$ cat config.mk
export PLATFORM = sky130hd
export DESIGN_NAME = sensor_ready_window_monitor_core
export DESIGN_NICKNAME = d
export VERILOG_FILES = /design/src/rtl/srwm_pkg.sv /design/src/rtl/sensor_ready_window_monitor_core.sv /design/src/rtl/srwm_div.sv
export SDC_FILE = /design/constraint.sdc
export NUM_CORES = 2
export LEC_CHECK = 0
export BUFFER_PORTS_ARGS = -buffer_cell sky130_fd_sc_hd__clkbuf_2
export CAP_MARGIN = 20
export CORE_MARGIN = 1.5
export CORE_UTILIZATION = 55
export CTS_BUF_LIST = sky130_fd_sc_hd__clkbuf_4 sky130_fd_sc_hd__clkbuf_8
export DETAILED_ROUTE_END_ITERATION = 6
export PLACE_DENSITY = 0.82
export SLEW_MARGIN = 15
export SYNTH_ARGS = -nofsm -noshare
export SYNTH_HDL_FRONTEND = slang
export SYNTH_SLANG_ARGS = --single-unit
$ cat constraint.sdc
create_clock -name clk_i -period 32.1 [get_ports clk_i]
set_input_delay 6.42 -clock clk_i [delete_from_list [all_inputs] [get_ports clk_i]]
set_output_delay 6.42 -clock clk_i [all_outputs]
set_load 0.02 [all_outputs]
$ cat src/rtl/srwm_pkg.sv
// ----------------------------------------------------------------------------
// srwm_pkg
// Shared types, constants and helpers of the sensor ready window monitor.
// ----------------------------------------------------------------------------
package srwm_pkg;

  localparam int unsigned COUNTER_BITS = 16;
  localparam int unsigned TIME_BITS    = 48;
  localparam int unsigned NCH          = 5;
  localparam int unsigned DIV_NW       = TIME_BITS;
  localparam int unsigned DIV_DW       = 32;
  localparam int unsigned PROD_W       = 30;
  localparam int unsigned DIV_CW       = $clog2(DIV_NW + 1);

  localparam logic [COUNTER_BITS-1:0] CNT_MAX   = {COUNTER_BITS{1'b1}};
  localparam logic [TIME_BITS-1:0]    TIME_HALF = {1'b1, {(TIME_BITS-1){1'b0}}};
  localparam logic [13:0]             MISS_SCALE = 14'd10000;
  localparam logic [2:0]              LAST_CH    = 3'(NCH - 1);

  localparam logic [2:0] REG_WIN_LEN      = 3'd0;
  localparam logic [2:0] REG_EXP_ACCEL    = 3'd1;
  localparam logic [2:0] REG_EXP_GYRO     = 3'd2;
  localparam logic [2:0] REG_EXP_HUMIDITY = 3'd3;
  localparam logic [2:0] REG_EXP_MAGNET   = 3'd4;
  localparam logic [2:0] REG_EXP_PRESSURE = 3'd5;

  localparam logic [31:0] RST_WIN_LEN      = 32'd4000000;
  localparam logic [15:0] RST_EXP_ACCEL    = 16'd104;
  localparam logic [15:0] RST_EXP_GYRO     = 16'd50;
  localparam logic [15:0] RST_EXP_HUMIDITY = 16'd4;
  localparam logic [15:0] RST_EXP_MAGNET   = 16'd5;
  localparam logic [15:0] RST_EXP_PRESSURE = 16'd4;

  localparam logic [2:0] CH_ACCEL    = 3'd0;
  localparam logic [2:0] CH_GYRO     = 3'd1;
  localparam logic [2:0] CH_HUMIDITY = 3'd2;
  localparam logic [2:0] CH_MAGNET   = 3'd3;
  localparam logic [2:0] CH_PRESSURE = 3'd4;

  typedef enum logic [2:0] {
    MODE_POLL    = 3'd0,
    MODE_RESERVE = 3'd1,
    MODE_QUERY   = 3'd2,
    MODE_FETCH   = 3'd3,
    MODE_START   = 3'd4
  } mode_e;

  typedef enum logic [3:0] {
    ST_IDLE,
    ST_DISPATCH,
    ST_CLOSE_CHK,
    ST_CLOSE_WAIT,
    ST_ACT,
    ST_POLL_WR,
    ST_FETCH_RD,
    ST_FETCH_MUL,
    ST_FETCH_DIV,
    ST_FETCH_WAIT,
    ST_FETCH_OUT,
    ST_EMIT
  } state_e;

  typedef struct packed {
    logic [2:0]  mode;
    logic [2:0]  channel;
    logic [7:0]  status_byte;
    logic [47:0] time_us;
  } in_t;

  typedef struct packed {
    logic [2:0]  kind;
    logic        accepted;
    logic        report_ready;
    logic [2:0]  report_channel;
    logic [15:0] captured_count;
    logic [15:0] duplicate_count;
    logic [15:0] overrun_count;
    logic [15:0] expected_count;
    logic [13:0] miss_hundredths;
    logic [15:0] accel_inputs;
    logic [47:0] report_start_us;
    logic        last;
  } out_t;

  typedef struct packed {
    logic [COUNTER_BITS-1:0] cap;
    logic [COUNTER_BITS-1:0] dup;
    logic [COUNTER_BITS-1:0] ovr;
  } cnt_t;

  typedef struct packed {
    logic              start;
    logic [DIV_NW-1:0] dividend;
    logic [DIV_DW-1:0] divisor;
  } div_req_t;

  typedef struct packed {
    logic              done;
    logic [DIV_NW-1:0] quot;
    logic [DIV_DW-1:0] rem;
  } div_rsp_t;

  function automatic logic [COUNTER_BITS-1:0] sat_inc(logic [COUNTER_BITS-1:0] v);
    return (v == CNT_MAX) ? v : v + 1'b1;
  endfunction

  function automatic logic [15:0] sat16(logic [COUNTER_BITS-1:0] v);
    logic [COUNTER_BITS+15:0] ext;
    ext = {16'b0, v};
    return (ext > (COUNTER_BITS+16)'(16'hFFFF)) ? 16'hFFFF : ext[15:0];
  endfunction

  function automatic logic [7:0] data_mask(logic [2:0] ch);
    logic [7:0] m;
    unique case (ch)
      CH_ACCEL:    m = 8'h01;
      CH_GYRO:     m = 8'h02;
      CH_HUMIDITY: m = 8'h03;
      CH_MAGNET:   m = 8'h08;
      CH_PRESSURE: m = 8'h02;
      default:     m = 8'h00;
    endcase
    return m;
  endfunction

  function automatic logic [7:0] over_mask(logic [2:0] ch);
    logic [7:0] m;
    unique case (ch)
      CH_MAGNET:   m = 8'h80;
      CH_PRESSURE: m = 8'h20;
      default:     m = 8'h00;
    endcase
    return m;
  endfunction

endpackage

$ cat src/rtl/sensor_ready_window_monitor_core.sv
// ----------------------------------------------------------------------------
// sensor_ready_window_monitor_core
// Per-window data-ready accounting for five sensor channels.
// ----------------------------------------------------------------------------
// One word in is handled at a time. When a window closes, the window catch-up
// remainder is worked out in the shared bit-serial divider. A fetch with a
// pending report makes one divider pass per channel for the miss share. The
// counter banks live in one synchronous memory; a window close swaps the
// current and report banks when no report is pending and clears the new
// current bank at once.
// The next word is taken while the last result still waits at the output.
module sensor_ready_window_monitor_core (
  input  logic             clk_i,
  input  logic             rst_ni,
  input  logic             in_valid_i,
  output logic             in_ready_o,
  input  srwm_pkg::in_t    in_i,
  output logic             out_valid_o,
  input  logic             out_ready_i,
  output srwm_pkg::out_t   out_o,
  input  logic             cfg_we_i,
  input  logic [2:0]       cfg_idx_i,
  input  logic [31:0]      cfg_wdata_i
);
  import srwm_pkg::*;

  state_e state_q, state_d;
  in_t    in_q, in_d;
  logic   acc_q, acc_d;
  logic [2:0] k_q, k_d;
  logic   running_q, running_d;
  logic   pending_q, pending_d;
  logic   bank_q, bank_d;
  logic [TIME_BITS-1:0]    ws_q, ws_d, rws_q, rws_d;
  logic [COUNTER_BITS-1:0] accr_q, accr_d, raccr_q, raccr_d;
  logic [15:0] valid_q, valid_d;
  cnt_t   fcnt_q, fcnt_d;
  logic [PROD_W-1:0] prod_q, prod_d;
  logic [13:0] share_q, share_d;
  out_t   out_q, out_d;
  logic   out_valid_q, out_valid_d;

  logic [31:0] win_len_q;
  logic [15:0] exp_q [NCH];

  cnt_t       mem [16];
  cnt_t       rdata_q;
  logic       rvalid_q;
  logic [3:0] mem_raddr, mem_waddr;
  logic       mem_we;
  cnt_t       mem_wdata;

  div_req_t div_req;
  div_rsp_t div_rsp;

  logic [TIME_BITS-1:0] t, len_t, elapsed, back;
  logic [31:0] len_eff;
  logic        close_need, is_late, late_ok, quota_ok, slot_free, ch_ok, nb;
  cnt_t        cnt_rd, cnt_up;
  logic [15:0] exp_k, missed;

  srwm_div u_div (
    .clk_i  (clk_i),
    .rst_ni (rst_ni),
    .req_i  (div_req),
    .rsp_o  (div_rsp)
  );

  assign t          = TIME_BITS'(in_q.time_us);
  assign len_eff    = (win_len_q == '0) ? 32'd1 : win_len_q;
  assign len_t      = TIME_BITS'(len_eff);
  assign elapsed    = t - ws_q;
  assign back       = ws_q - t;
  assign close_need = running_q && (elapsed >= len_t);
  assign is_late    = (back != '0) && (back <= TIME_HALF);
  assign late_ok    = pending_q && ((t - rws_q) < len_t) &&
                      (32'(raccr_q) < 32'(exp_q[0]));
  assign quota_ok   = 32'(accr_q) < 32'(exp_q[0]);
  assign slot_free  = !out_valid_q || out_ready_i;
  assign ch_ok      = in_q.channel < 3'(NCH);
  assign nb         = pending_q ? bank_q : ~bank_q;
  assign cnt_rd     = rvalid_q ? rdata_q : '0;
  assign exp_k      = exp_q[k_q];
  assign missed     = (32'(cnt_rd.cap) < 32'(exp_k)) ?
                      16'(32'(exp_k) - 32'(cnt_rd.cap)) : 16'd0;

  assign in_ready_o  = (state_q == ST_IDLE);
  assign out_valid_o = out_valid_q;
  assign out_o       = out_q;

  always_comb begin
    cnt_up = cnt_rd;
    if ((in_q.status_byte & data_mask(in_q.channel)) != 8'h00) begin
      cnt_up.cap = sat_inc(cnt_rd.cap);
    end else begin
      cnt_up.dup = sat_inc(cnt_rd.dup);
    end
    if ((in_q.status_byte & over_mask(in_q.channel)) != 8'h00) begin
      cnt_up.ovr = sat_inc(cnt_rd.ovr);
    end
  end

  // next state
  always_comb begin
    state_d = state_q;
    unique case (state_q)
      ST_IDLE: begin
        if (in_valid_i) state_d = ST_DISPATCH;
      end
      ST_DISPATCH: begin
        unique case (in_q.mode)
          MODE_POLL:    state_d = running_q ? ST_CLOSE_CHK : ST_EMIT;
          MODE_RESERVE: state_d = (running_q && !is_late) ? ST_CLOSE_CHK : ST_EMIT;
          MODE_QUERY, MODE_FETCH: state_d = ST_CLOSE_CHK;
          default:      state_d = ST_EMIT;
        endcase
      end
      ST_CLOSE_CHK:  state_d = close_need ? ST_CLOSE_WAIT : ST_ACT;
      ST_CLOSE_WAIT: begin
        if (div_rsp.done) state_d = ST_ACT;
      end
      ST_ACT: begin
        unique case (in_q.mode)
          MODE_POLL:  state_d = ch_ok ? ST_POLL_WR : ST_EMIT;
          MODE_FETCH: state_d = (running_q && pending_q) ? ST_FETCH_RD : ST_EMIT;
          default:    state_d = ST_EMIT;
        endcase
      end
      ST_POLL_WR:    state_d = ST_EMIT;
      ST_FETCH_RD:   state_d = ST_FETCH_MUL;
      ST_FETCH_MUL:  state_d = ST_FETCH_DIV;
      ST_FETCH_DIV:  state_d = ST_FETCH_WAIT;
      ST_FETCH_WAIT: begin
        if (div_rsp.done) state_d = ST_FETCH_OUT;
      end
      ST_FETCH_OUT: begin
        if (slot_free) state_d = (k_q == LAST_CH) ? ST_IDLE : ST_FETCH_RD;
      end
      ST_EMIT: begin
        if (slot_free) state_d = ST_IDLE;
      end
      default: state_d = ST_IDLE;
    endcase
  end

  // datapath and outputs
  always_comb begin
    in_d        = in_q;
    acc_d       = acc_q;
    k_d         = k_q;
    running_d   = running_q;
    pending_d   = pending_q;
    bank_d      = bank_q;
    ws_d        = ws_q;
    rws_d       = rws_q;
    accr_d      = accr_q;
    raccr_d     = raccr_q;
    valid_d     = valid_q;
    fcnt_d      = fcnt_q;
    prod_d      = prod_q;
    share_d     = share_q;
    out_d       = out_q;
    out_valid_d = out_valid_q && !out_ready_i;
    mem_raddr   = {bank_q, in_q.channel};
    mem_waddr   = {bank_q, in_q.channel};
    mem_we      = 1'b0;
    mem_wdata   = cnt_up;
    div_req     = '0;
    unique case (state_q)
      ST_IDLE: begin
        if (in_valid_i) begin
          in_d  = in_i;
          acc_d = 1'b0;
        end
      end
      ST_DISPATCH: begin
        if (in_q.mode == MODE_START) begin
          ws_d      = t;
          running_d = 1'b1;
          acc_d     = 1'b1;
        end else if (in_q.mode == MODE_RESERVE && running_q && is_late && late_ok) begin
          raccr_d = sat_inc(raccr_q);
          acc_d   = 1'b1;
        end
      end
      ST_CLOSE_CHK: begin
        div_req.start    = close_need;
        div_req.dividend = DIV_NW'(elapsed);
        div_req.divisor  = len_eff;
      end
      ST_CLOSE_WAIT: begin
        if (div_rsp.done) begin
          ws_d = t - TIME_BITS'(div_rsp.rem);
          if (!pending_q) begin
            bank_d    = ~bank_q;
            raccr_d   = accr_q;
            rws_d     = ws_q;
            pending_d = 1'b1;
          end
          for (int i = 0; i < 8; i++) begin
            valid_d[{nb, 3'(i)}] = 1'b0;
          end
          accr_d = '0;
        end
      end
      ST_ACT: begin
        if (in_q.mode == MODE_RESERVE && quota_ok) begin
          accr_d = sat_inc(accr_q);
          acc_d  = 1'b1;
        end
        k_d = '0;
      end
      ST_POLL_WR: begin
        mem_we             = 1'b1;
        valid_d[mem_waddr] = 1'b1;
        acc_d              = 1'b1;
      end
      ST_FETCH_RD: begin
        mem_raddr = {~bank_q, k_q};
      end
      ST_FETCH_MUL: begin
        fcnt_d = cnt_rd;
        prod_d = PROD_W'(PROD_W'(missed) * PROD_W'(MISS_SCALE));
      end
      ST_FETCH_DIV: begin
        div_req.start    = 1'b1;
        div_req.dividend = DIV_NW'(prod_q);
        div_req.divisor  = DIV_DW'(exp_k);
      end
      ST_FETCH_WAIT: begin
        if (div_rsp.done) share_d = (exp_k == '0) ? 14'd0 : div_rsp.quot[13:0];
      end
      ST_FETCH_OUT: begin
        if (slot_free) begin
          out_valid_d           = 1'b1;
          out_d                 = '0;
          out_d.kind            = in_q.mode;
          out_d.report_ready    = 1'b1;
          out_d.report_channel  = k_q;
          out_d.captured_count  = sat16(fcnt_q.cap);
          out_d.duplicate_count = sat16(fcnt_q.dup);
          out_d.overrun_count   = sat16(fcnt_q.ovr);
          out_d.expected_count  = exp_k;
          out_d.miss_hundredths = share_q;
          out_d.accel_inputs    = sat16(raccr_q);
          out_d.report_start_us = 48'(rws_q);
          out_d.last            = (k_q == LAST_CH);
          if (k_q == LAST_CH) begin
            pending_d = 1'b0;
          end else begin
            k_d = k_q + 1'b1;
          end
        end
      end
      ST_EMIT: begin
        if (slot_free) begin
          out_valid_d        = 1'b1;
          out_d              = '0;
          out_d.kind         = in_q.mode;
          out_d.accepted     = acc_q;
          out_d.report_ready = running_q && pending_q;
          out_d.last         = 1'b1;
        end
      end
      default: ;
    endcase
  end

  always_ff @(posedge clk_i or negedge rst_ni) begin
    if (!rst_ni) begin
      state_q     <= ST_IDLE;
      running_q   <= 1'b0;
      pending_q   <= 1'b0;
      bank_q      <= 1'b0;
      ws_q        <= '0;
      rws_q       <= '0;
      accr_q      <= '0;
      raccr_q     <= '0;
      valid_q     <= '0;
      out_valid_q <= 1'b0;
      acc_q       <= 1'b0;
      k_q         <= '0;
    end else begin
      state_q     <= state_d;
      running_q   <= running_d;
      pending_q   <= pending_d;
      bank_q      <= bank_d;
      ws_q        <= ws_d;
      rws_q       <= rws_d;
      accr_q      <= accr_d;
      raccr_q     <= raccr_d;
      valid_q     <= valid_d;
      out_valid_q <= out_valid_d;
      acc_q       <= acc_d;
      k_q         <= k_d;
    end
  end

  always_ff @(posedge clk_i) begin
    in_q    <= in_d;
    fcnt_q  <= fcnt_d;
    prod_q  <= prod_d;
    share_q <= share_d;
    out_q   <= out_d;
  end

  always_ff @(posedge clk_i) begin
    if (mem_we) mem[mem_waddr] <= mem_wdata;
    rdata_q  <= mem[mem_raddr];
    rvalid_q <= valid_q[mem_raddr];
  end

  always_ff @(posedge clk_i or negedge rst_ni) begin
    if (!rst_ni) begin
      win_len_q <= RST_WIN_LEN;
      exp_q[0]  <= RST_EXP_ACCEL;
      exp_q[1]  <= RST_EXP_GYRO;
      exp_q[2]  <= RST_EXP_HUMIDITY;
      exp_q[3]  <= RST_EXP_MAGNET;
      exp_q[4]  <= RST_EXP_PRESSURE;
    end else if (cfg_we_i) begin
      unique case (cfg_idx_i)
        REG_WIN_LEN:      win_len_q <= cfg_wdata_i;
        REG_EXP_ACCEL:    exp_q[0]  <= cfg_wdata_i[15:0];
        REG_EXP_GYRO:     exp_q[1]  <= cfg_wdata_i[15:0];
        REG_EXP_HUMIDITY: exp_q[2]  <= cfg_wdata_i[15:0];
        REG_EXP_MAGNET:   exp_q[3]  <= cfg_wdata_i[15:0];
        REG_EXP_PRESSURE: exp_q[4]  <= cfg_wdata_i[15:0];
        default: ;
      endcase
    end
  end

endmodule

$ cat src/rtl/srwm_div.sv
// ----------------------------------------------------------------------------
// srwm_div
// Restoring divider, one quotient bit per cycle, quotient and remainder.
// ----------------------------------------------------------------------------
module srwm_div (
  input  logic               clk_i,
  input  logic               rst_ni,
  input  srwm_pkg::div_req_t req_i,
  output srwm_pkg::div_rsp_t rsp_o
);
  import srwm_pkg::*;

  logic              busy_q, busy_d;
  logic              done_q, done_d;
  logic [DIV_CW-1:0] cnt_q, cnt_d;
  logic [DIV_DW-1:0] rem_q, rem_d;
  logic [DIV_NW-1:0] quo_q, quo_d;
  logic [DIV_DW-1:0] dvs_q, dvs_d;
  logic [DIV_DW:0]   cand;
  logic [DIV_DW:0]   diff;
  logic              ge;

  assign cand = {rem_q, quo_q[DIV_NW-1]};
  assign diff = cand - {1'b0, dvs_q};
  assign ge   = cand >= {1'b0, dvs_q};

  always_comb begin
    busy_d = busy_q;
    done_d = 1'b0;
    cnt_d  = cnt_q;
    rem_d  = rem_q;
    quo_d  = quo_q;
    dvs_d  = dvs_q;
    if (req_i.start) begin
      busy_d = 1'b1;
      cnt_d  = DIV_CW'(DIV_NW);
      rem_d  = '0;
      quo_d  = req_i.dividend;
      dvs_d  = req_i.divisor;
    end else if (busy_q) begin
      rem_d = ge ? diff[DIV_DW-1:0] : cand[DIV_DW-1:0];
      quo_d = {quo_q[DIV_NW-2:0], ge};
      cnt_d = cnt_q - 1'b1;
      if (cnt_q == DIV_CW'(1)) begin
        busy_d = 1'b0;
        done_d = 1'b1;
      end
    end
  end

  always_ff @(posedge clk_i or negedge rst_ni) begin
    if (!rst_ni) begin
      busy_q <= 1'b0;
      done_q <= 1'b0;
      cnt_q  <= '0;
    end else begin
      busy_q <= busy_d;
      done_q <= done_d;
      cnt_q  <= cnt_d;
    end
  end

  always_ff @(posedge clk_i) begin
    rem_q <= rem_d;
    quo_q <= quo_d;
    dvs_q <= dvs_d;
  end

  assign rsp_o.done = done_q;
  assign rsp_o.quot = quo_q;
  assign rsp_o.rem  = rem_q;

endmodule
* Word-level counts from Yosys, hierarchy flattened
Memory sizes are Yosys's and may differ from the RTL's. A register that Yosys moved wholly into a read port is not among the register bits. Index checks and enable logic that the tools add are counted.
Storage, ports and cells: word-level logic and storage cells 318, latch bits 0, memory bits (writable) 768, memory bits (read-only) 0, register bits 690, memories kept 1, input bits 102, output and inout port bits 153
Operators by class: magnitude comparators 28, multiply operators 1, eq/ne operators 46, bitwise gates (word level) 22, add/sub/neg operators 13, muxes and demuxes 97, shift operators 0, reduce and logical (&&, ||, !) cells 64, divide/modulo/power cells 0
Memories:
- mem | depth 16, bits a word 48, read ports 1, clocked after Yosys merged registers in 1, write ports 1, RTL line sensor_ready_window_monitor_core.sv:46 | cnt_t mem [16];
Operators by type and width (number):
- 2-to-1 mux 151 bit | 2
- case mux 151 bit (2 select lines) | 1
- 2-to-1 mux 16 bit | 18
- 2-to-1 mux 48 bit | 5
- case mux 81 bit (2 select lines) | 1
- subtractor 48 bit | 3
- AND 16 bit | 8
- case mux 16 bit (2 select lines) | 3
- case mux 48 bit (2 select lines) | 1
- adder 16 x 1 -> 16 bit (second input constant) | 5
- == test 16 bit (second input constant) | 5
- 2-to-1 mux 32 bit | 2
- less-than comparator 4 x 5 -> 1 bit (second input constant) | 10
- binary-select mux 16 bit (select 3 bit) | 1
- >= comparator 48 x 32 -> 1 bit | 1
- <= comparator 48 bit (second input constant) | 1
- less-than comparator 16 bit | 3
- less-than comparator 48 x 32 -> 1 bit | 1
- case mux 4 bit (12 select lines) | 1
- nonzero test 48 bit | 1
- subtractor 48 x 32 -> 48 bit | 1
- 2-to-1 mux 4 bit | 10
- >= comparator 4 x 1 -> 1 bit (second input constant) | 9
- >= comparator 33 x 32 -> 1 bit | 1
- 59 further kinds | 177

* Longest topological paths before layout
depth after elaboration 17, depth in mapped cells 40, gate-level depth less buffers 38

* Modules after synthesis
From an unflattened synthesis, not the netlist that was laid out.
Second synthesis, totals: cell total of the unflattened synthesis 6133, area, all modules 77038.9 um^2
By module, submodules not included:
- sensor_ready_window_monitor_core | area an instance 70383.8 um^2, seq. area each 39719.3 um^2, instances 1, cells each 5513
- srwm_div | area an instance 6655.1 um^2, seq. area each 3243.1 um^2, instances 1, cells each 620

* Worst setup path after synthesis
No wires, ideal clock.
path kind input to register, start point in out_ready_i, end point reg out_q (netlist bit out_o[0]) (enable), stages on the path 2, path slack 13.811 ns, required time 31.222 ns, path buffers 0, data arrival time 17.411 ns, library setup time 0.878 ns, cell sequence nor2b_1 > nor3b_1
Between the ends: longest elaborated chain between the ends 3, elaborated cells between the ends (all ways) 4, classes of those cells eq/ne (2); reduce/logical (2)
RTL lines:
- start, declared | RTL line sensor_ready_window_monitor_core.sv:19 | input logic out_ready_i,
- logical OR 1 bit (*) | RTL line sensor_ready_window_monitor_core.sv:79 | assign slot_free = !out_valid_q || out_ready_i;
- != test 2 bit (no line)
- AND reduction 3 bit (no line) (*)
- end signal, assigned | RTL line sensor_ready_window_monitor_core.sv:304 | out_q <= out_d;
- end, declared | RTL line sensor_ready_window_monitor_core.sv:40 | out_t out_q, out_d;
Every way passes the cells marked *; elsewhere a longest branch is shown, timed or not. A chain may end at the register's enable or synchronous reset.

* Final worst setup path
start point reg k_q[1], end point reg prod_q[29], data pin
Between the ends: longest elaborated chain between the ends 7, elaborated cells between the ends (all ways) 8, classes of those cells add/sub (1); mul (1); order compare (1); mux (4); bitwise (1)
RTL lines:
- start, declared | RTL line sensor_ready_window_monitor_core.sv:30 | logic [2:0] k_q, k_d;
- start signal, assigned | RTL line sensor_ready_window_monitor_core.sv:295 | k_q <= k_d;
- NOT 3 -> 4 bit (not written as such) (*) | RTL line sensor_ready_window_monitor_core.sv:83 | assign exp_k = exp_q[k_q];
- binary-select mux 16 bit (select 3 bit) (*) | RTL line sensor_ready_window_monitor_core.sv:83
- 2-to-1 mux 16 bit (not written as such) (*) (2 in series) | RTL line sensor_ready_window_monitor_core.sv:83
- via exp_k[2] | RTL line sensor_ready_window_monitor_core.sv:60 | logic [15:0] exp_k, missed;
- subtractor 16 bit or less-than comparator 16 bit (tied branches) | RTL line sensor_ready_window_monitor_core.sv:85, sensor_ready_window_monitor_core.sv:84
- 2-to-1 mux 16 bit (*) | RTL line sensor_ready_window_monitor_core.sv:84 | assign missed = (32'(cnt_rd.cap) < 32'(exp_k)) ?
- multiplier 16 x 10 -> 26 bit (*) | RTL line sensor_ready_window_monitor_core.sv:223 | prod_d = PROD_W'(PROD_W'(missed) * PROD_W'(MISS_SCALE));
- end signal, assigned | RTL line sensor_ready_window_monitor_core.sv:302 | prod_q <= prod_d;
- end, declared | RTL line sensor_ready_window_monitor_core.sv:38 | logic [PROD_W-1:0] prod_q, prod_d;
Mark *: on every way through the listed nets, which the timed path passes. The rest lies on a longest branch. The select of a mux whose other input is x is not followed.

==> metrics.yaml <==
status:
  status: "finished with violations"
  violations: "DRC"
setup_path:
  critPathSlowestCell: "clkinv_1"
  startpoint_type: "flop"
  crit_family: "compound AO/OA/AOI/OAI gates"
  cp-end-kind: "flop"
  critPathRequiredTime_ns: 32.79
  crit_type: "flop to flop"
  crit_arrival_ns: 10.59
  slowest_delay_ns: 0.68
  critPathMaxFanout: 21
  cp_num_buf_inv: 7
floorplan:
  ios: 255
  die_w_um: 376.1
  rows: 136
  dieArea_mm2: 0.1415
  die_h_um: 376.1
  core_area_mm2: 0.1378
  initial_utilization_pct: 55.55
synth:
  ys_warn_count: 0
  ys_ff_latch: 1503
  synth.avg_cell_area_um2: 12.40
  async_reset_ff_share_pct: 18.36
  synthCells: 6176
  netlist_top_cells_area: "edfxtp_1 (45%), dfrtp_1 (8.5%), mux4_2 (7.2%)"
  ys.flop_type: "edfxtp_1"
  synthDistinctLibCells: 96
  yosysTopAreaCell: "edfxtp_1"
  yosysTopAreaCellShare_pct: 44.94
  synth_edf_count: 1146
  synthesis.nets: 6710
  seq_area_frac_synth_pct: 56.11
  synth_area_mm2: 0.07657
cts:
  clk_latency_ns: 1.07
  cts_max_level: 4
  cts-hold-fix-buffers: 0
  cts_resized: 0
  cts_tree: "done"
  clkSinkCount: 1503
  cts_buffer_depth: 3
  clkTransAtPathRegs_ns: 0.06
  cts_root_buf: "clkbuf_8"
  post-cts-setup-buffers: 0
  numCtsBuffers: 230
run:
  maxCapViolCount: 0
routing:
  ant_nets: 0
  drt-pass1-iter-count: 7
  viasPerCell: 6.404
  dr.first_iter.drc_count: 6649
  totalWireLength_um: 234400
  wire_per_inst_um: 27.55
  via_count: 54500
  drc: 9
sta:
  fmax_mhz: 101.0
  tightest_slew_ns: 1.211
  fin_crit_ns: 9.897
  hold_viol_final: 0
  tns_ns: 0
  drv_slew: 0
  fin_crit_sh_pct: 30.83
  clock_skew_ns: 0.1280
  rsz0062_at_grt: "false"
  relSlewSlack_pct: 18.44
  finalSetupViolCount: 0
hold_path:
  hold_path_class: "flop to flop"
grt:
  grt_pass1_wl_um: 343600
  antenna_found_initial: 6
  grt_pass1_vias: 54350
  track_usage_pct: 32.77
  globalRouteOverflowTotal: 0
  grt_max_degree: 145
placed_design:
  place_congestion: 1.025
  hpwl_um: 156400
  portBuffers: 251
final_layout:
  drive_gt1_share_pct: 17.99
  fill_cells: 10090
  areaGrowthSynthToFinish_pct: 12.06
  fin_nets: 7038
[worst register-to-register path, delay by kind of cell (launching register included)]
kind,cells,cell delay (ns)
adders and majority gates,7,2.81
and+or+nand+nor,4,0.72
DFF,1,0.59
AOI/OAI and AO/OA,17,4.15
buffers and inverters,7,1.22
xor gates and xnor gates,1,0.09
[cell usage after synthesis, types with 54 or more instances]
cell type,count
nor3_1,87
o21ai_0,266
dfrtp_1,259
nor2_1,445
nand4_1,78
xnor2_1,179
ha_1,392
dfxtp_1,81
a211oi_1,89
a21o_1,117
inv_1,472
edfxtp_1,1146
o21bai_1,54
mux2_2,75
nand3_1,134
nand2_1,465
a21oi_1,342
o21a_1,59
clkbuf_1,203
xor2_1,76
mux4_2,246
mux2i_1,66
and2_1,134
[metal layers]
layer  GRT usage, %  wire [um]  up-vias
met5              0         42        -
met2          53.95     111900     3366
met3          8.297      24670      768
met4          16.86      13160        6
li1               -          -    23610
met1          40.04      84640    26760
[path summary, 6_finish.rpt]
kind | start | endpoint | slack, ns | cells after the start
max | k_q[1]$_DFFE_PN0P_ | prod_q[29]$_DFFE_PN_ | 22.20 | 36
min reg2reg | u_div.rem_q[31]$_SDFFE_PP0P_ | u_div.rem_q[31]$_SDFFE_PP0P_ | 0.49 | 2
max in group asynchronous | rst_ni | exp_q[15]$_DFFE_PN0P_ | 24.53 | 3
min in group asynchronous | rst_ni | rws_q[23]$_DFFE_PN0P_ | 5.46 | 1
max reg2reg | k_q[1]$_DFFE_PN0P_ | prod_q[29]$_DFFE_PN_ | 22.20 | 36
min | u_div.rem_q[31]$_SDFFE_PP0P_ | u_div.rem_q[31]$_SDFFE_PP0P_ | 0.49 | 2
[through the flow]
stage	std cells	utilization, %	area (um2)	setup slack [ns]	hold WS, ns
floorplan	6176	-	76570	13.81	0.4577
detailed placement	8050	58.09	80070	22.40	0.4746
global route	8506	62.24	85790	21.57	0.5013
global placement	8050	58.09	80070	22.56	0.4674
finish	8510	62.25	85800	22.20	0.4921
CTS	8488	62.10	85590	22.33	0.4831
[placed cells by master, fill, tap and decap left out, types with 170 or more instances in the layout]
cell type / netlist / layout
inv_1: 472 / 472
nor2_1: 445 / 430
mux4_2: 246 / 246
xnor2_1: 179 / 170
o21ai_0: 266 / 266
dfrtp_1: 259 / 258
edfxtp_1: 1146 / 1146
clkbuf_8: 0 / 265
ha_1: 392 / 392
nand2_1: 465 / 462
a21oi_1: 342 / 341
clkbuf_2: 0 / 250
[registers in the layout, indices dropped and copies added, names as in the netlist, 11 cells and up]
| signal | count |
|---|---|
| t | 48 |
| accr_q | 16 |
| in_q | 11 |
| win_len_q | 32 |
| out_o | 151 |
| prod_q | 26 |
| mem | 768 |
| rdata_q | 48 |
| share_q | 14 |
| exp_q | 80 |
| u_div.quo_q | 48 |
| ws_q | 48 |
| rws_q | 48 |
| valid_q | 16 |
| u_div.dvs_q | 32 |
| raccr_q | 16 |
| fcnt_q | 48 |
| u_div.rem_q | 32 |
[cell families after synthesis]
family | after synthesis | synth area share, %
XOR/XNOR | 255 | 2.917
flip-flops | 1503 | 56.11
AO/OA/AOI/OAI | 1242 | 10.48
buffers and inverters | 738 | 3.677
multiplexers | 395 | 9.319
adder cells (fa/ha/maj) | 432 | 7.451
AND/OR/NAND/NOR | 1611 | 10.05
[final cells by class]
type	instances	area [um2]	area share, %
inverter	475	1783	2.078
timing repair buffer	359	2121	2.472
antenna	6	15.01	0.01750
clock inverter	94	1284	1.496
tap	1794	2245	2.616
sequential	1503	42970	50.07
clock buffer	344	4240	4.942
multi-input combinational	3935	31150	36.31
Power is not shown: default switching activity piles up to over one toggle a cycle in this logic, so the estimate is an artifact.
